$ cat config.mk
export PLATFORM = sky130hd
export DESIGN_NAME = line_command_parser
export DESIGN_NICKNAME = d
export VERILOG_FILES = /design/src/rtl/lcp_pkg.sv /design/src/rtl/lcp_scan.sv /design/src/rtl/line_command_parser.sv
export SDC_FILE = /design/constraint.sdc
export NUM_CORES = 1
export LEC_CHECK = 0
export ABC_CLOCK_PERIOD_IN_PS = 6150
export BUFFER_PORTS_ARGS = -buffer_cell sky130_fd_sc_hd__buf_4
export CELL_PAD_IN_SITES_DETAIL_PLACEMENT = 2
export CELL_PAD_IN_SITES_GLOBAL_PLACEMENT = 2
export CORE_MARGIN = 8
export CORE_UTILIZATION = 39
export DETAILED_ROUTE_END_ITERATION = 8
export PLACE_DENSITY_LB_ADDON = 0.2
export SLEW_MARGIN = 20
export SYNTH_ARGS = -nofsm -noshare
export SYNTH_HDL_FRONTEND = slang
export SYNTH_SLANG_ARGS = --single-unit
$ cat constraint.sdc
create_clock -name clk_i -period 6.15 [get_ports clk_i]
set_input_delay 1.23 -clock clk_i [delete_from_list [all_inputs] [get_ports clk_i]]
set_output_delay 1.23 -clock clk_i [all_outputs]
set_load 0.03 [all_outputs]
$ cat src/rtl/lcp_pkg.sv
`default_nettype none
// ----------------------------------------------------------------------------
// lcp_pkg
// Shared types, command codes and character helpers for the line command
// parser.
// ----------------------------------------------------------------------------
package lcp_pkg;

  // Command kinds reported per line
  localparam logic [2:0] KIND_INVALID = 3'd0;
  localparam logic [2:0] KIND_START   = 3'd1;
  localparam logic [2:0] KIND_STOP    = 3'd2;
  localparam logic [2:0] KIND_STATUS  = 3'd3;
  localparam logic [2:0] KIND_HELP    = 3'd4;
  localparam logic [2:0] KIND_RED     = 3'd5;
  localparam logic [2:0] KIND_GREEN   = 3'd6;
  localparam logic [2:0] KIND_YELLOW  = 3'd7;

  // Duration prefixes
  localparam logic [1:0] PREFIX_NONE = 2'd0;
  localparam logic [1:0] PREFIX_R    = 2'd1;
  localparam logic [1:0] PREFIX_G    = 2'd2;
  localparam logic [1:0] PREFIX_Y    = 2'd3;

  // Characters
  localparam logic [7:0] CH_R     = 8'h52;
  localparam logic [7:0] CH_G     = 8'h47;
  localparam logic [7:0] CH_Y     = 8'h59;
  localparam logic [7:0] CH_ZERO  = 8'h30;
  localparam logic [7:0] CH_NINE  = 8'h39;
  localparam logic [7:0] CH_LOW_A = 8'h61;
  localparam logic [7:0] CH_LOW_Z = 8'h7a;
  localparam logic [7:0] CASE_GAP = 8'h20;

  // Configuration register indexes
  localparam int unsigned CFG_IDX_W    = 1;
  localparam logic [0:0]  REG_MIN_DUR  = 1'b0;
  localparam logic [0:0]  REG_MAX_DUR  = 1'b1;

  localparam int unsigned CFG_W = 16;
  localparam int unsigned DUR_W = 16;

  // One decoded line
  typedef struct packed {
    logic [2:0]       kind;
    logic [DUR_W-1:0] duration;
  } lcp_result_t;

  // Space, tab, CR, LF, FF, VT
  function automatic logic is_blank(input logic [7:0] c);
    return (c == 8'h20) || (c == 8'h09) || (c == 8'h0d) || (c == 8'h0a) ||
           (c == 8'h0c) || (c == 8'h0b);
  endfunction

  function automatic logic [7:0] to_upper(input logic [7:0] c);
    return ((c >= CH_LOW_A) && (c <= CH_LOW_Z)) ? (c - CASE_GAP) : c;
  endfunction

  // Keyword lengths: START, STOP, STATUS, HELP
  function automatic logic [2:0] kw_len(input logic [1:0] k);
    logic [2:0] len;
    case (k)
      2'd0:    len = 3'd5;
      2'd1:    len = 3'd4;
      2'd2:    len = 3'd6;
      default: len = 3'd4;
    endcase
    return len;
  endfunction

  // Keyword character at a position; zero past the end
  function automatic logic [7:0] kw_char(input logic [1:0] k, input logic [2:0] pos);
    logic [47:0] text;
    logic [7:0]  ch;
    case (k)
      2'd0:    text = {8'h00, "START"};
      2'd1:    text = {16'h0000, "STOP"};
      2'd2:    text = "STATUS";
      default: text = {16'h0000, "HELP"};
    endcase
    // text holds the first character in its top used byte
    case (pos)
      3'd0:    ch = (k == 2'd2) ? text[47:40] : (k == 2'd0) ? text[39:32] : text[31:24];
      3'd1:    ch = (k == 2'd2) ? text[39:32] : (k == 2'd0) ? text[31:24] : text[23:16];
      3'd2:    ch = (k == 2'd2) ? text[31:24] : (k == 2'd0) ? text[23:16] : text[15:8];
      3'd3:    ch = (k == 2'd2) ? text[23:16] : (k == 2'd0) ? text[15:8]  : text[7:0];
      3'd4:    ch = (k == 2'd2) ? text[15:8]  : (k == 2'd0) ? text[7:0]   : 8'h00;
      3'd5:    ch = (k == 2'd2) ? text[7:0]   : 8'h00;
      default: ch = 8'h00;
    endcase
    return ch;
  endfunction

endpackage
`default_nettype wire

$ cat src/rtl/lcp_scan.sv
`default_nettype none
// ----------------------------------------------------------------------------
// lcp_scan
// Per-line scanner state: whitespace phases, keyword match, prefix and
// decimal accumulator. Gives the decoded result of the line seen so far.
// ----------------------------------------------------------------------------
module lcp_scan #(
  parameter int unsigned DURATION_BITS = 16
) (
  input  wire                      clk_i,
  input  wire                      rst_ni,
  input  wire                      char_take_i,   // character transaction
  input  wire                      line_take_i,   // end-of-line transaction
  input  wire  [7:0]               char_code_i,
  input  wire  [lcp_pkg::CFG_W-1:0] min_dur_i,
  input  wire  [lcp_pkg::CFG_W-1:0] max_dur_i,
  output lcp_pkg::lcp_result_t     result_o
);
  import lcp_pkg::*;

  // compare width covers both the accumulator and the register values
  localparam int unsigned BASE_W = (DURATION_BITS > CFG_W) ? DURATION_BITS : CFG_W;
  localparam int unsigned MW = BASE_W + 4;
  localparam logic [MW-1:0] CAP = {{(MW-DURATION_BITS){1'b0}}, {DURATION_BITS{1'b1}}};

  // Scan phases
  localparam logic [1:0] PH_LEAD   = 2'd0;
  localparam logic [1:0] PH_TOKEN  = 2'd1;
  localparam logic [1:0] PH_TRAIL  = 2'd2;
  localparam logic [1:0] PH_BROKEN = 2'd3;

  logic [1:0]               phase_q, phase_d;
  logic [2:0]               pos_q, pos_d;
  logic [3:0]               alive_q, alive_d;
  logic [1:0]               prefix_q, prefix_d;
  logic [DURATION_BITS-1:0] accum_q, accum_d;
  logic                     fault_q, fault_d;
  logic                     digit_q, digit_d;

  logic [7:0]    up;
  logic [MW-1:0] max_ext;
  logic [MW-1:0] eff_max;
  logic [MW-1:0] acc_ext;
  logic [MW-1:0] next_val;
  logic          is_digit;

  assign up       = to_upper(char_code_i);
  assign max_ext  = MW'(max_dur_i);
  assign eff_max  = (max_ext < CAP) ? max_ext : CAP;
  assign acc_ext  = MW'(accum_q);
  // value * 10 + digit; the accumulator never exceeds eff_max, so no overflow
  assign next_val = {acc_ext[MW-4:0], 3'b000} + {acc_ext[MW-2:0], 1'b0} +
                    MW'(char_code_i[3:0]);
  assign is_digit = (char_code_i >= CH_ZERO) && (char_code_i <= CH_NINE);

  // Next state for one character
  always_comb begin
    phase_d  = phase_q;
    pos_d    = pos_q;
    alive_d  = alive_q;
    prefix_d = prefix_q;
    accum_d  = accum_q;
    fault_d  = fault_q;
    digit_d  = digit_q;
    if (is_blank(char_code_i)) begin
      if (phase_q == PH_TOKEN) begin
        phase_d = PH_TRAIL;
      end
    end else if ((phase_q == PH_TRAIL) || (phase_q == PH_BROKEN)) begin
      phase_d = PH_BROKEN;
    end else begin
      phase_d = PH_TOKEN;
      for (int k = 0; k < 4; k++) begin
        if ((pos_q >= kw_len(2'(k))) || (up != kw_char(2'(k), pos_q))) begin
          alive_d[k] = 1'b0;
        end
      end
      if (pos_q == 3'd0) begin
        if (up == CH_R) begin
          prefix_d = PREFIX_R;
        end else if (up == CH_G) begin
          prefix_d = PREFIX_G;
        end else if (up == CH_Y) begin
          prefix_d = PREFIX_Y;
        end else begin
          prefix_d = PREFIX_NONE;
        end
      end else if (!fault_q) begin
        if (!is_digit) begin
          fault_d = 1'b1;
        end else begin
          digit_d = 1'b1;
          // 10*v + digit > max covers the pre-multiply overflow test as well
          if (next_val > eff_max) begin
            fault_d = 1'b1;
          end else begin
            accum_d = next_val[DURATION_BITS-1:0];
          end
        end
      end
      if (pos_q != 3'd7) begin
        pos_d = pos_q + 3'd1;
      end
    end
  end

  // State registers; each line end returns to the reset state
  always_ff @(posedge clk_i or negedge rst_ni) begin
    if (!rst_ni) begin
      phase_q  <= PH_LEAD;
      pos_q    <= 3'd0;
      alive_q  <= 4'hf;
      prefix_q <= PREFIX_NONE;
      accum_q  <= '0;
      fault_q  <= 1'b0;
      digit_q  <= 1'b0;
    end else if (line_take_i) begin
      phase_q  <= PH_LEAD;
      pos_q    <= 3'd0;
      alive_q  <= 4'hf;
      prefix_q <= PREFIX_NONE;
      accum_q  <= '0;
      fault_q  <= 1'b0;
      digit_q  <= 1'b0;
    end else if (char_take_i) begin
      phase_q  <= phase_d;
      pos_q    <= pos_d;
      alive_q  <= alive_d;
      prefix_q <= prefix_d;
      accum_q  <= accum_d;
      fault_q  <= fault_d;
      digit_q  <= digit_d;
    end
  end

  // Decode of the line held in the state
  always_comb begin
    result_o.kind     = KIND_INVALID;
    result_o.duration = '0;
    if ((phase_q == PH_TOKEN) || (phase_q == PH_TRAIL)) begin
      // descending so the first keyword in the list wins
      for (int k = 3; k >= 0; k--) begin
        if (alive_q[k] && (pos_q == kw_len(2'(k)))) begin
          result_o.kind = 3'(k + 1);
        end
      end
      if ((result_o.kind == KIND_INVALID) && (prefix_q != PREFIX_NONE) && digit_q &&
          !fault_q && (acc_ext >= MW'(min_dur_i))) begin
        result_o.kind     = KIND_HELP + {1'b0, prefix_q};
        result_o.duration = DUR_W'(accum_q);
      end
    end
  end

endmodule
`default_nettype wire

$ cat src/rtl/line_command_parser.sv
`default_nettype none
// ----------------------------------------------------------------------------
// line_command_parser
// Decodes a text line, one character per transaction, into one command per
// line end.
// ----------------------------------------------------------------------------
//  channel  | direction | transfers
//  s_axis   | in        | tdata: char_code, tlast: line_end
//  m_axis   | out       | tdata: command_kind, duration (one per line end)
//  cfg      | in        | index 0 min_duration, index 1 max_duration
//
// One input transaction per cycle while s_axis_tready is high; each line end's
// command is registered into the result register, or into the skid entry if that is full.
// A two-entry output register (result plus skid) lets input continue while
// a result waits; input stalls only when both entries are full.
// Reset clears the scanner and loads min_duration 1, max_duration 999.
// ----------------------------------------------------------------------------
module line_command_parser #(
  parameter int unsigned DURATION_BITS = 16
) (
  input  wire         clk_i,
  input  wire         rst_ni,
  // character stream
  input  wire         s_axis_tvalid,
  output logic        s_axis_tready,
  input  wire  [7:0]  s_axis_tdata,   // [7:0] char_code
  input  wire         s_axis_tlast,   // line_end
  // command stream
  output logic        m_axis_tvalid,
  input  wire         m_axis_tready,
  output logic [23:0] m_axis_tdata,   // [2:0] command_kind, [18:3] duration, rest 0
  // register writes
  input  wire         cfg_valid_i,
  output logic        cfg_ready_o,
  input  wire  [lcp_pkg::CFG_IDX_W-1:0] cfg_index_i,
  input  wire  [lcp_pkg::CFG_W-1:0]     cfg_data_i
);
  import lcp_pkg::*;

  logic [CFG_W-1:0] min_dur_q;
  logic [CFG_W-1:0] max_dur_q;
  logic             in_take;
  logic             char_take;
  logic             line_take;
  logic             pop;
  lcp_result_t      line_result;
  lcp_result_t      out_q;
  lcp_result_t      skid_q;
  logic             out_valid_q;
  logic             skid_valid_q;

  // Configuration registers
  assign cfg_ready_o = 1'b1;

  always_ff @(posedge clk_i or negedge rst_ni) begin
    if (!rst_ni) begin
      min_dur_q <= CFG_W'(1);
      max_dur_q <= CFG_W'(999);
    end else if (cfg_valid_i) begin
      case (cfg_index_i)
        REG_MIN_DUR: min_dur_q <= cfg_data_i;
        REG_MAX_DUR: max_dur_q <= cfg_data_i;
        default:     ;
      endcase
    end
  end

  // Input handshake
  assign s_axis_tready = !skid_valid_q;
  assign in_take       = s_axis_tvalid && s_axis_tready;
  assign char_take     = in_take && !s_axis_tlast;
  assign line_take     = in_take && s_axis_tlast;

  lcp_scan #(
    .DURATION_BITS(DURATION_BITS)
  ) u_scan (
    .clk_i       (clk_i),
    .rst_ni      (rst_ni),
    .char_take_i (char_take),
    .line_take_i (line_take),
    .char_code_i (s_axis_tdata),
    .min_dur_i   (min_dur_q),
    .max_dur_i   (max_dur_q),
    .result_o    (line_result)
  );

  // Output register with skid entry
  assign pop = out_valid_q && m_axis_tready;

  always_ff @(posedge clk_i or negedge rst_ni) begin
    if (!rst_ni) begin
      out_valid_q  <= 1'b0;
      skid_valid_q <= 1'b0;
    end else begin
      if (line_take && (!out_valid_q || pop)) begin
        out_valid_q <= 1'b1;
      end else if (line_take) begin
        skid_valid_q <= 1'b1;
      end else if (pop) begin
        out_valid_q  <= skid_valid_q;
        skid_valid_q <= 1'b0;
      end
    end
  end

  always_ff @(posedge clk_i) begin
    if (line_take && (!out_valid_q || pop)) begin
      out_q <= line_result;
    end else if (line_take) begin
      skid_q <= line_result;
    end else if (pop && skid_valid_q) begin
      out_q <= skid_q;
    end
  end

  assign m_axis_tvalid = out_valid_q;
  assign m_axis_tdata  = {5'b00000, out_q.duration, out_q.kind};

  // Checks
  a_skid_behind_out: assert property (@(posedge clk_i) disable iff (!rst_ni)
    skid_valid_q |-> out_valid_q)
    else $error("skid entry holds data while output entry is empty");

  a_line_gives_result: assert property (@(posedge clk_i) disable iff (!rst_ni)
    line_take |=> m_axis_tvalid)
    else $error("line end did not produce a result");

  a_char_no_result: assert property (@(posedge clk_i) disable iff (!rst_ni)
    (char_take && !out_valid_q) |=> !m_axis_tvalid)
    else $error("character produced a result");

  a_dur_only_for_set: assert property (@(posedge clk_i) disable iff (!rst_ni)
    (m_axis_tvalid && (m_axis_tdata[2:0] != KIND_RED) && (m_axis_tdata[2:0] != KIND_GREEN)
     && (m_axis_tdata[2:0] != KIND_YELLOW)) |-> (m_axis_tdata[18:3] == '0))
    else $error("nonzero duration on a command without one");

endmodule
`default_nettype wire

Word level (Yosys, flattened, before mapping)
Index checks and enable logic that the tools add are counted.
{ "totals": {"regBits": 101, "input_bits": 31, "output_inout_bits": 27, "wordCells": 219} }
{ "classes": {"addsub": 5, "n_lt_le_gt_ge": 10, "eq_ne": 32, "muxes": 87, "bitwise": 2, "n_reduce_logical": 65} }
{ "op_table": {"columns": ["operator", "count"], "rows": [
  ["two-way mux 16 bit", 9],
  ["case mux 7 bit (4 select lines)", 4],
  ["two-way mux 19 bit", 5],
  ["two-way mux 8 bit", 9],
  ["two-way mux 3 bit", 19],
  ["== test 8 x 4 -> 1 bit, second input constant", 5],
  ["!= test 8 bit", 4],
  ["AND reduction 4 bit", 7],
  ["two-way mux 2 bit", 13],
  ["== test 8 x 7 -> 1 bit, second input constant", 3],
  ["two-way mux 1 bit", 24],
  ["nonzero test 2 bit", 12],
  ["adder 19 x 17 -> 20 bit", 1],
  ["adder 20 x 4 -> 20 bit", 1],
  ["greater-than comparator 20 bit", 1],
  ["greater-or-equal comparator 16 bit", 1],
  ["logical AND 1 bit", 16],
  ["less-than comparator 16 bit, second input constant", 1],
  ["two-way mux 4 bit", 4],
  ["AND reduction 2 bit", 7],
  ["logical OR 1 bit", 12],
  ["!= test 2 bit, second input constant", 5],
  ["== test 3 bit", 3],
  ["greater-or-equal comparator 3 bit", 3],
  ["other kinds (21)", 32]
]} }

Longest topological paths before layout
{ "logic_depth": {"word_depth": 18, "ltp_mapped": 22, "depth_no_buf": 20} }

Cells and area by module
A second synthesis with hierarchy kept.
{ "unflattened": {"cells_unflattened": 694, "area_unflattened_um2": 7026.7} }
{ "modules_own_cells": {"columns": ["mod", "n_inst", "cells_per_inst", "area_per_inst_um2", "seq_area_each_um2"], "rows": [
  ["lcp_scan", 1, 543, 4205.3, 730.7],
  ["line_command_parser", 1, 151, 2821.5, 2003.2]
]} }

Least setup slack after synthesis
OpenSTA, ideal clock, no wires.
{ "synth_path": {"path_type": "input port to flip-flop", "start": "in s_axis_tdata[3]", "end": "reg u_scan.accum_q[8]", "setup_time_ps": 74, "arrival_ps": 5465, "t_required_ps": 6076, "setup_slack_ps": 611, "cell_stages": 20, "n_path_buf": 2, "path_cell_list": "buf_1 > inv_1 > fa_1 > inv_1 > fa_1 > a21o_1 > a221oi_2 > o21ai_0 > xnor2_1 > inv_1 > ha_1 > nand4_1 > nor2_1 > a21boi_0 > o41ai_1 > o2111a_1 > nand4_2 > nand2b_4 > buf_6 > o21ai_2"} }
{ "synth_between": {"elab_chain_len": 9, "elab_cells_between_ends": 28, "classes_between": "1 x add/sub; 3 x order compare; 8 x eq/ne; 8 x mux; 8 x reduce/logical"} }
{ "synth_rtl": {"columns": ["element", "line", "text"], "rows": [
  ["start, declared", "line_command_parser.sv:26", "input wire [7:0] s_axis_tdata,"],
  ["branches (longest 9 deep; another with adder 20 x 4 -> 20 bit)", null, null],
  ["end signal, assigned", "lcp_scan.sv:130", "accum_q <= accum_d;"],
  ["end, declared", "lcp_scan.sv:36", "logic [DURATION_BITS-1:0] accum_q, accum_d;"]
]} }
Parallel ways; which one is timed is not known. The select of a mux whose other input is x is not followed.
A chain may end at the register's enable or synchronous reset.

Worst setup path in the final report
{ "layout_path": {"start": "in s_axis_tdata[3]", "end": "reg u_scan.accum_q[1]"} }
{ "layout_between": {"elab_chain_len": 8, "elab_cells_between_ends": 20, "classes_between": "1 x add/sub; 3 x order compare; 8 x eq/ne; 8 x reduce/logical"} }
{ "layout_rtl": {"columns": ["element"], "rows": [
  ["branches (longest 7 deep; another with adder 20 x 4 -> 20 bit)"],
  ["AND reduction 7 bit (no source line) *"]
]} }
Every way passes the cells marked *.

==> impl_metrics.py <==
metrics = {
    "pwr": {
        "vdd_drop_max_mv": 0.198,
        "leakagePower_nw": 3.53,
        "power_density_nw_per_um2": 303,
        "finalPower_mw": 2.30,
    },
    "critical_path": {
        "crit_family": "compound AO/OA/AOI/OAI gates",
        "end_kind": "flip-flop",
        "r2r-start": "u_scan.accum_q[0]$_DFFE_PN0P_",
        "path_class": "input port to flip-flop",
        "r2r_end": "u_scan.accum_q[1]$_DFFE_PN0P_",
        "path_cells": "buf_4, inv_1, fa_1, inv_1, ha_1, a211oi_2, o211ai_1, a21boi_0, o21ai_0, xnor2_1, inv_1, ha_1, a21oi_1, o21ai_0, o41ai_1, buf_4, o2111a_1, nand4_2, nand2b_4, o21ai_0",
        "crit_buf_inv": 5,
        "cp-start-kind": "input port",
        "cp.arrival_ns": 5.88,
        "worstPathMaxFanout": 14,
        "rr_worst_depth": 19,
        "max_stage_delay_ns": 0.55,
        "crit_path_top_delay_cell": "fa_1",
        "ff2ff_setup_slack_ns": 1.12,
        "crit_required_ns": 6.41,
    },
    "sta": {
        "min_period_ns": 5.62,
        "slew_headroom_pct": 40.0,
        "finalClockSkew_ns": 0.00808,
        "rsz0062_at_grt": "no",
        "slew_violations": 0,
        "tns_ns": 0,
        "setup_viol": 0,
        "whs_ns": 0.501,
        "worst_pin_slew_ns": 0.897,
        "finalHoldViolCount": 0,
        "fin_crit_sh_pct": 91.3,
        "timing.fmax_mhz": 178,
    },
    "drt": {
        "avgRoutedWirePerCell_um": 21.2,
        "via_per_inst": 5.60,
        "drc": 0,
        "ant_nets": 0,
        "vias": 5286,
        "drtIter0Drc": 184,
        "totalWireLength_mm": 20.0,
        "firstDrtPassIters": 4,
    },
    "logic_synthesis": {
        "synthFlopType": "dfrtp_1",
        "synth_edf_count": 38,
        "netlist_area_um2": 6680,
        "synth_seq_area_share_pct": 40.9,
        "synth_cells": 675,
        "yosys_warnings": 0,
        "syn_avg_cell_area_um2": 9.90,
        "ys_seq_elements": 101,
        "ys_types": 71,
        "synthArstFlopShare_pct": 62.4,
    },
    "run_status": {
        "status": "completed",
    },
    "die": {
        "core_um2": 17000,
        "dieArea_um2": 21600,
        "initial_core_util_pct": 39.3,
        "fp-row-count": 48,
        "die_h_um": 147,
        "pin_count": 58,
        "die_w_um": 147,
    },
    "placed_design": {
        "port_buffers": 51,
        "placed_cells": 928,
        "dp_hpwl_mm": 15.7,
        "dpl-instance-area_um2": 7250,
        "gp_congestion": 0.859,
    },
    "finish": {
        "final_layout_size_suffix_gt1_share_pct": 19.7,
        "stdcell_count": 944,
        "fillerInstances": 1804,
        "nets": 821,
        "design_area_um2": 7590,
        "antenna_cells": 0,
        "syn2layout_area_growth_pct": 13.6,
    },
    "clocking": {
        "cts.reportedPaths.clkPinSlew_ns": 0.08,
        "clkSinkCount": 101,
        "clk-insertion-delay-late_ns": 0.36,
        "post_cts_buffers": 0,
        "cts_hold_buf": 0,
        "cts.path.max_buffers": 2,
        "cts_tree": "built",
        "htreeDepth": 3,
        "cts_buffers": 9,
        "post_cts_resize_count": 0,
        "root_buffer": "clkbuf_16",
    },
    "global_routing": {
        "grt_antenna_before_repair": 0,
        "grt_pass1_wl_mm": 33.3,
        "grt_overflow_total": 0,
        "grt_max_degree": 64,
        "grtUsageTotal_pct": 19.3,
        "first_global_vias": 6135,
    },
    "worst_hold_path": {
        "hp-start": "u_scan.alive_q[1]$_DFFE_PN1P_",
        "whs_path_depth": 2,
        "hp-class": "flip-flop to flip-flop",
        "worstHoldEndpoint": "u_scan.alive_q[1]$_DFFE_PN1P_",
    },
    "flow_run": {
        "maxCapViolations": 0,
    },
}
-- how the worst max path moves through the flow --
stage / startpoint / depth (start not counted) / end
floorplan: s_axis_tdata[3] / 20 / u_scan.accum_q[8]$_DFFE_PN0P_
CTS: s_axis_tdata[3] / 20 / u_scan.accum_q[1]$_DFFE_PN0P_
detailed placement: s_axis_tdata[3] / 20 / u_scan.accum_q[1]$_DFFE_PN0P_
finish: s_axis_tdata[3] / 20 / u_scan.accum_q[1]$_DFFE_PN0P_
global route: s_axis_tdata[3] / 21 / u_scan.accum_q[1]$_DFFE_PN0P_
global placement: s_axis_tdata[3] / 21 / u_scan.accum_q[1]$_DFFE_PN0P_
-- synthesized netlist by cell type (3+ instances only) --
cell       instances  area, um^2
a211oi_1           4        30.0
a21o_1             8        60.1
a21oi_1           42         210
a22o_1             4        35.0
a31oi_1            4        25.0
and2_1            18         113
buf_4              6        45.0
clkbuf_1          22        82.6
dfrtp_1           50        1250
dfstp_2           13         342
edfxtp_1          38        1140
ha_1              74         926
inv_1             61         229
mux2_2            35         394
nand2_1           52         195
nand2b_1           5        31.3
nand3_1           28         140
nand4_1            9        56.3
nor2_1            25        93.8
nor2b_1            5        31.3
nor3_1            15        75.1
nor3b_1            3        22.5
nor4_1             4        25.0
o2111ai_1          3        26.3
o211ai_1           4        30.0
o21ai_0           49         245
o21ai_2           11        96.3
o22ai_1            3        18.8
o41ai_1            3        26.3
or3_1              3        18.8
xnor2_1           15         131
xor2_1            10        87.6
-- state kept, by name (all words and copies together) (netlist names) --
register and cells:
u_scan.accum_q 16, skid_q 19, u_scan.pos_q 3, m_axis_tdata 19
u_scan.phase_q 2, u_scan.fault_q 1, u_scan.digit_q 1, max_dur_q 16
u_scan.alive_q 4, u_scan.prefix_q 2, skid_valid_q 1, m_axis_tvalid 1
min_dur_q 16
-- cell usage in the layout, fill, tap and decap left out, types with 4 or more instances in the layout --
| cell | Yosys | final |
|---|---|---|
| ha_1 | 74 | 74 |
| inv_1 | 61 | 61 |
| buf_4 | 6 | 56 |
| nand2_1 | 52 | 52 |
| dfrtp_1 | 50 | 50 |
| o21ai_0 | 49 | 49 |
| a21oi_1 | 42 | 42 |
| edfxtp_1 | 38 | 38 |
| mux2_2 | 35 | 35 |
| nand3_1 | 28 | 28 |
| nor2_1 | 25 | 25 |
| and2_1 | 18 | 18 |
| xnor2_1 | 15 | 15 |
| nor3_1 | 15 | 15 |
| dfstp_2 | 13 | 13 |
| o21ai_2 | 11 | 11 |
| xor2_1 | 10 | 10 |
| nand4_1 | 9 | 9 |
| clkbuf_16 | 0 | 9 |
| a21o_1 | 8 | 8 |
| conb_1 | 2 | 6 |
| nand2b_1 | 5 | 5 |
| o211ai_1 | 4 | 4 |
| a31oi_1 | 4 | 4 |
| nor2b_1 | 5 | 4 |
| a22o_1 | 4 | 4 |
| nor4_1 | 4 | 4 |
| a211oi_1 | 4 | 4 |
-- per-layer routing --
metal	up-vias	routed length, um	global-route usage (%)
li1	2492	-	-
met1	2666	8700	22.9
met2	92	9980	33.2
met3	36	776	4.64
met4	0	534	7.19
met5	-	0	0
-- per-stage QoR --
| stage | worst slack (ns) | util (%) |
|---|---|---|
| 2_1_floorplan | 0.611 | - |
| 3_3_place_gp | 0.486 | 42.7 |
| 3_5_place_dp | 0.182 | 42.7 |
| 4_1_cts | 0.535 | 44.6 |
| 5_1_grt | 0.155 | 44.7 |
| 6_report | 0.535 | 44.7 |
-- kinds of logic (layout without fill, tap and decap cells) --
| group | Yosys count | after routing | synth area share, % |
|---|---|---|---|
| simple gates | 178 | 178 | 13.5 |
| compound gates | 162 | 162 | 15.8 |
| flops | 101 | 101 | 40.9 |
| buf+inv | 94 | 134 | 5.77 |
| fa+ha+maj | 76 | 76 | 14.5 |
| mux | 37 | 37 | 6.20 |
| xor+xnor | 25 | 25 | 3.28 |
| other cells | 2 | 6 | 0.112 |
-- power by group --
| group | internal, mW | switching, mW | leakage (nW) |
|---|---|---|---|
| clock network | 0.364 | 0.280 | 0.164 |
| registers | 0.831 | 0.0898 | 1.14 |
| logic | 0.274 | 0.463 | 2.22 |
| total | 1.47 | 0.833 | 3.53 |
-- area by class of cell --
| type | count | area [um^2] | share of cell area [%] |
|---|---|---|---|
| multi-input cells | 484 | 3590 | 47.2 |
| flip-flops and latches | 101 | 2730 | 36.0 |
| clock inverters | 7 | 110 | 1.45 |
| well taps | 225 | 282 | 3.71 |
| repair buffers | 56 | 420 | 5.54 |
| clock buffers | 9 | 225 | 2.97 |
| inverters | 62 | 233 | 3.07 |
-- worst reg2reg max path, cell delays in order (launching register included) --
cell and delay (ns):
dfrtp_1 0.41, inv_1 0.15, fa_1 0.54, inv_1 0.07, ha_1 0.33, a211oi_2 0.25
o211ai_1 0.17, a21boi_0 0.32, o21ai_0 0.21, xnor2_1 0.33, inv_1 0.09, ha_1 0.32
a21oi_1 0.13, o21ai_0 0.12, o41ai_1 0.41, buf_4 0.19, o2111a_1 0.19, nand4_2 0.16
nand2b_4 0.29, o21ai_0 0.24
(Power assumes the default switching activity.)
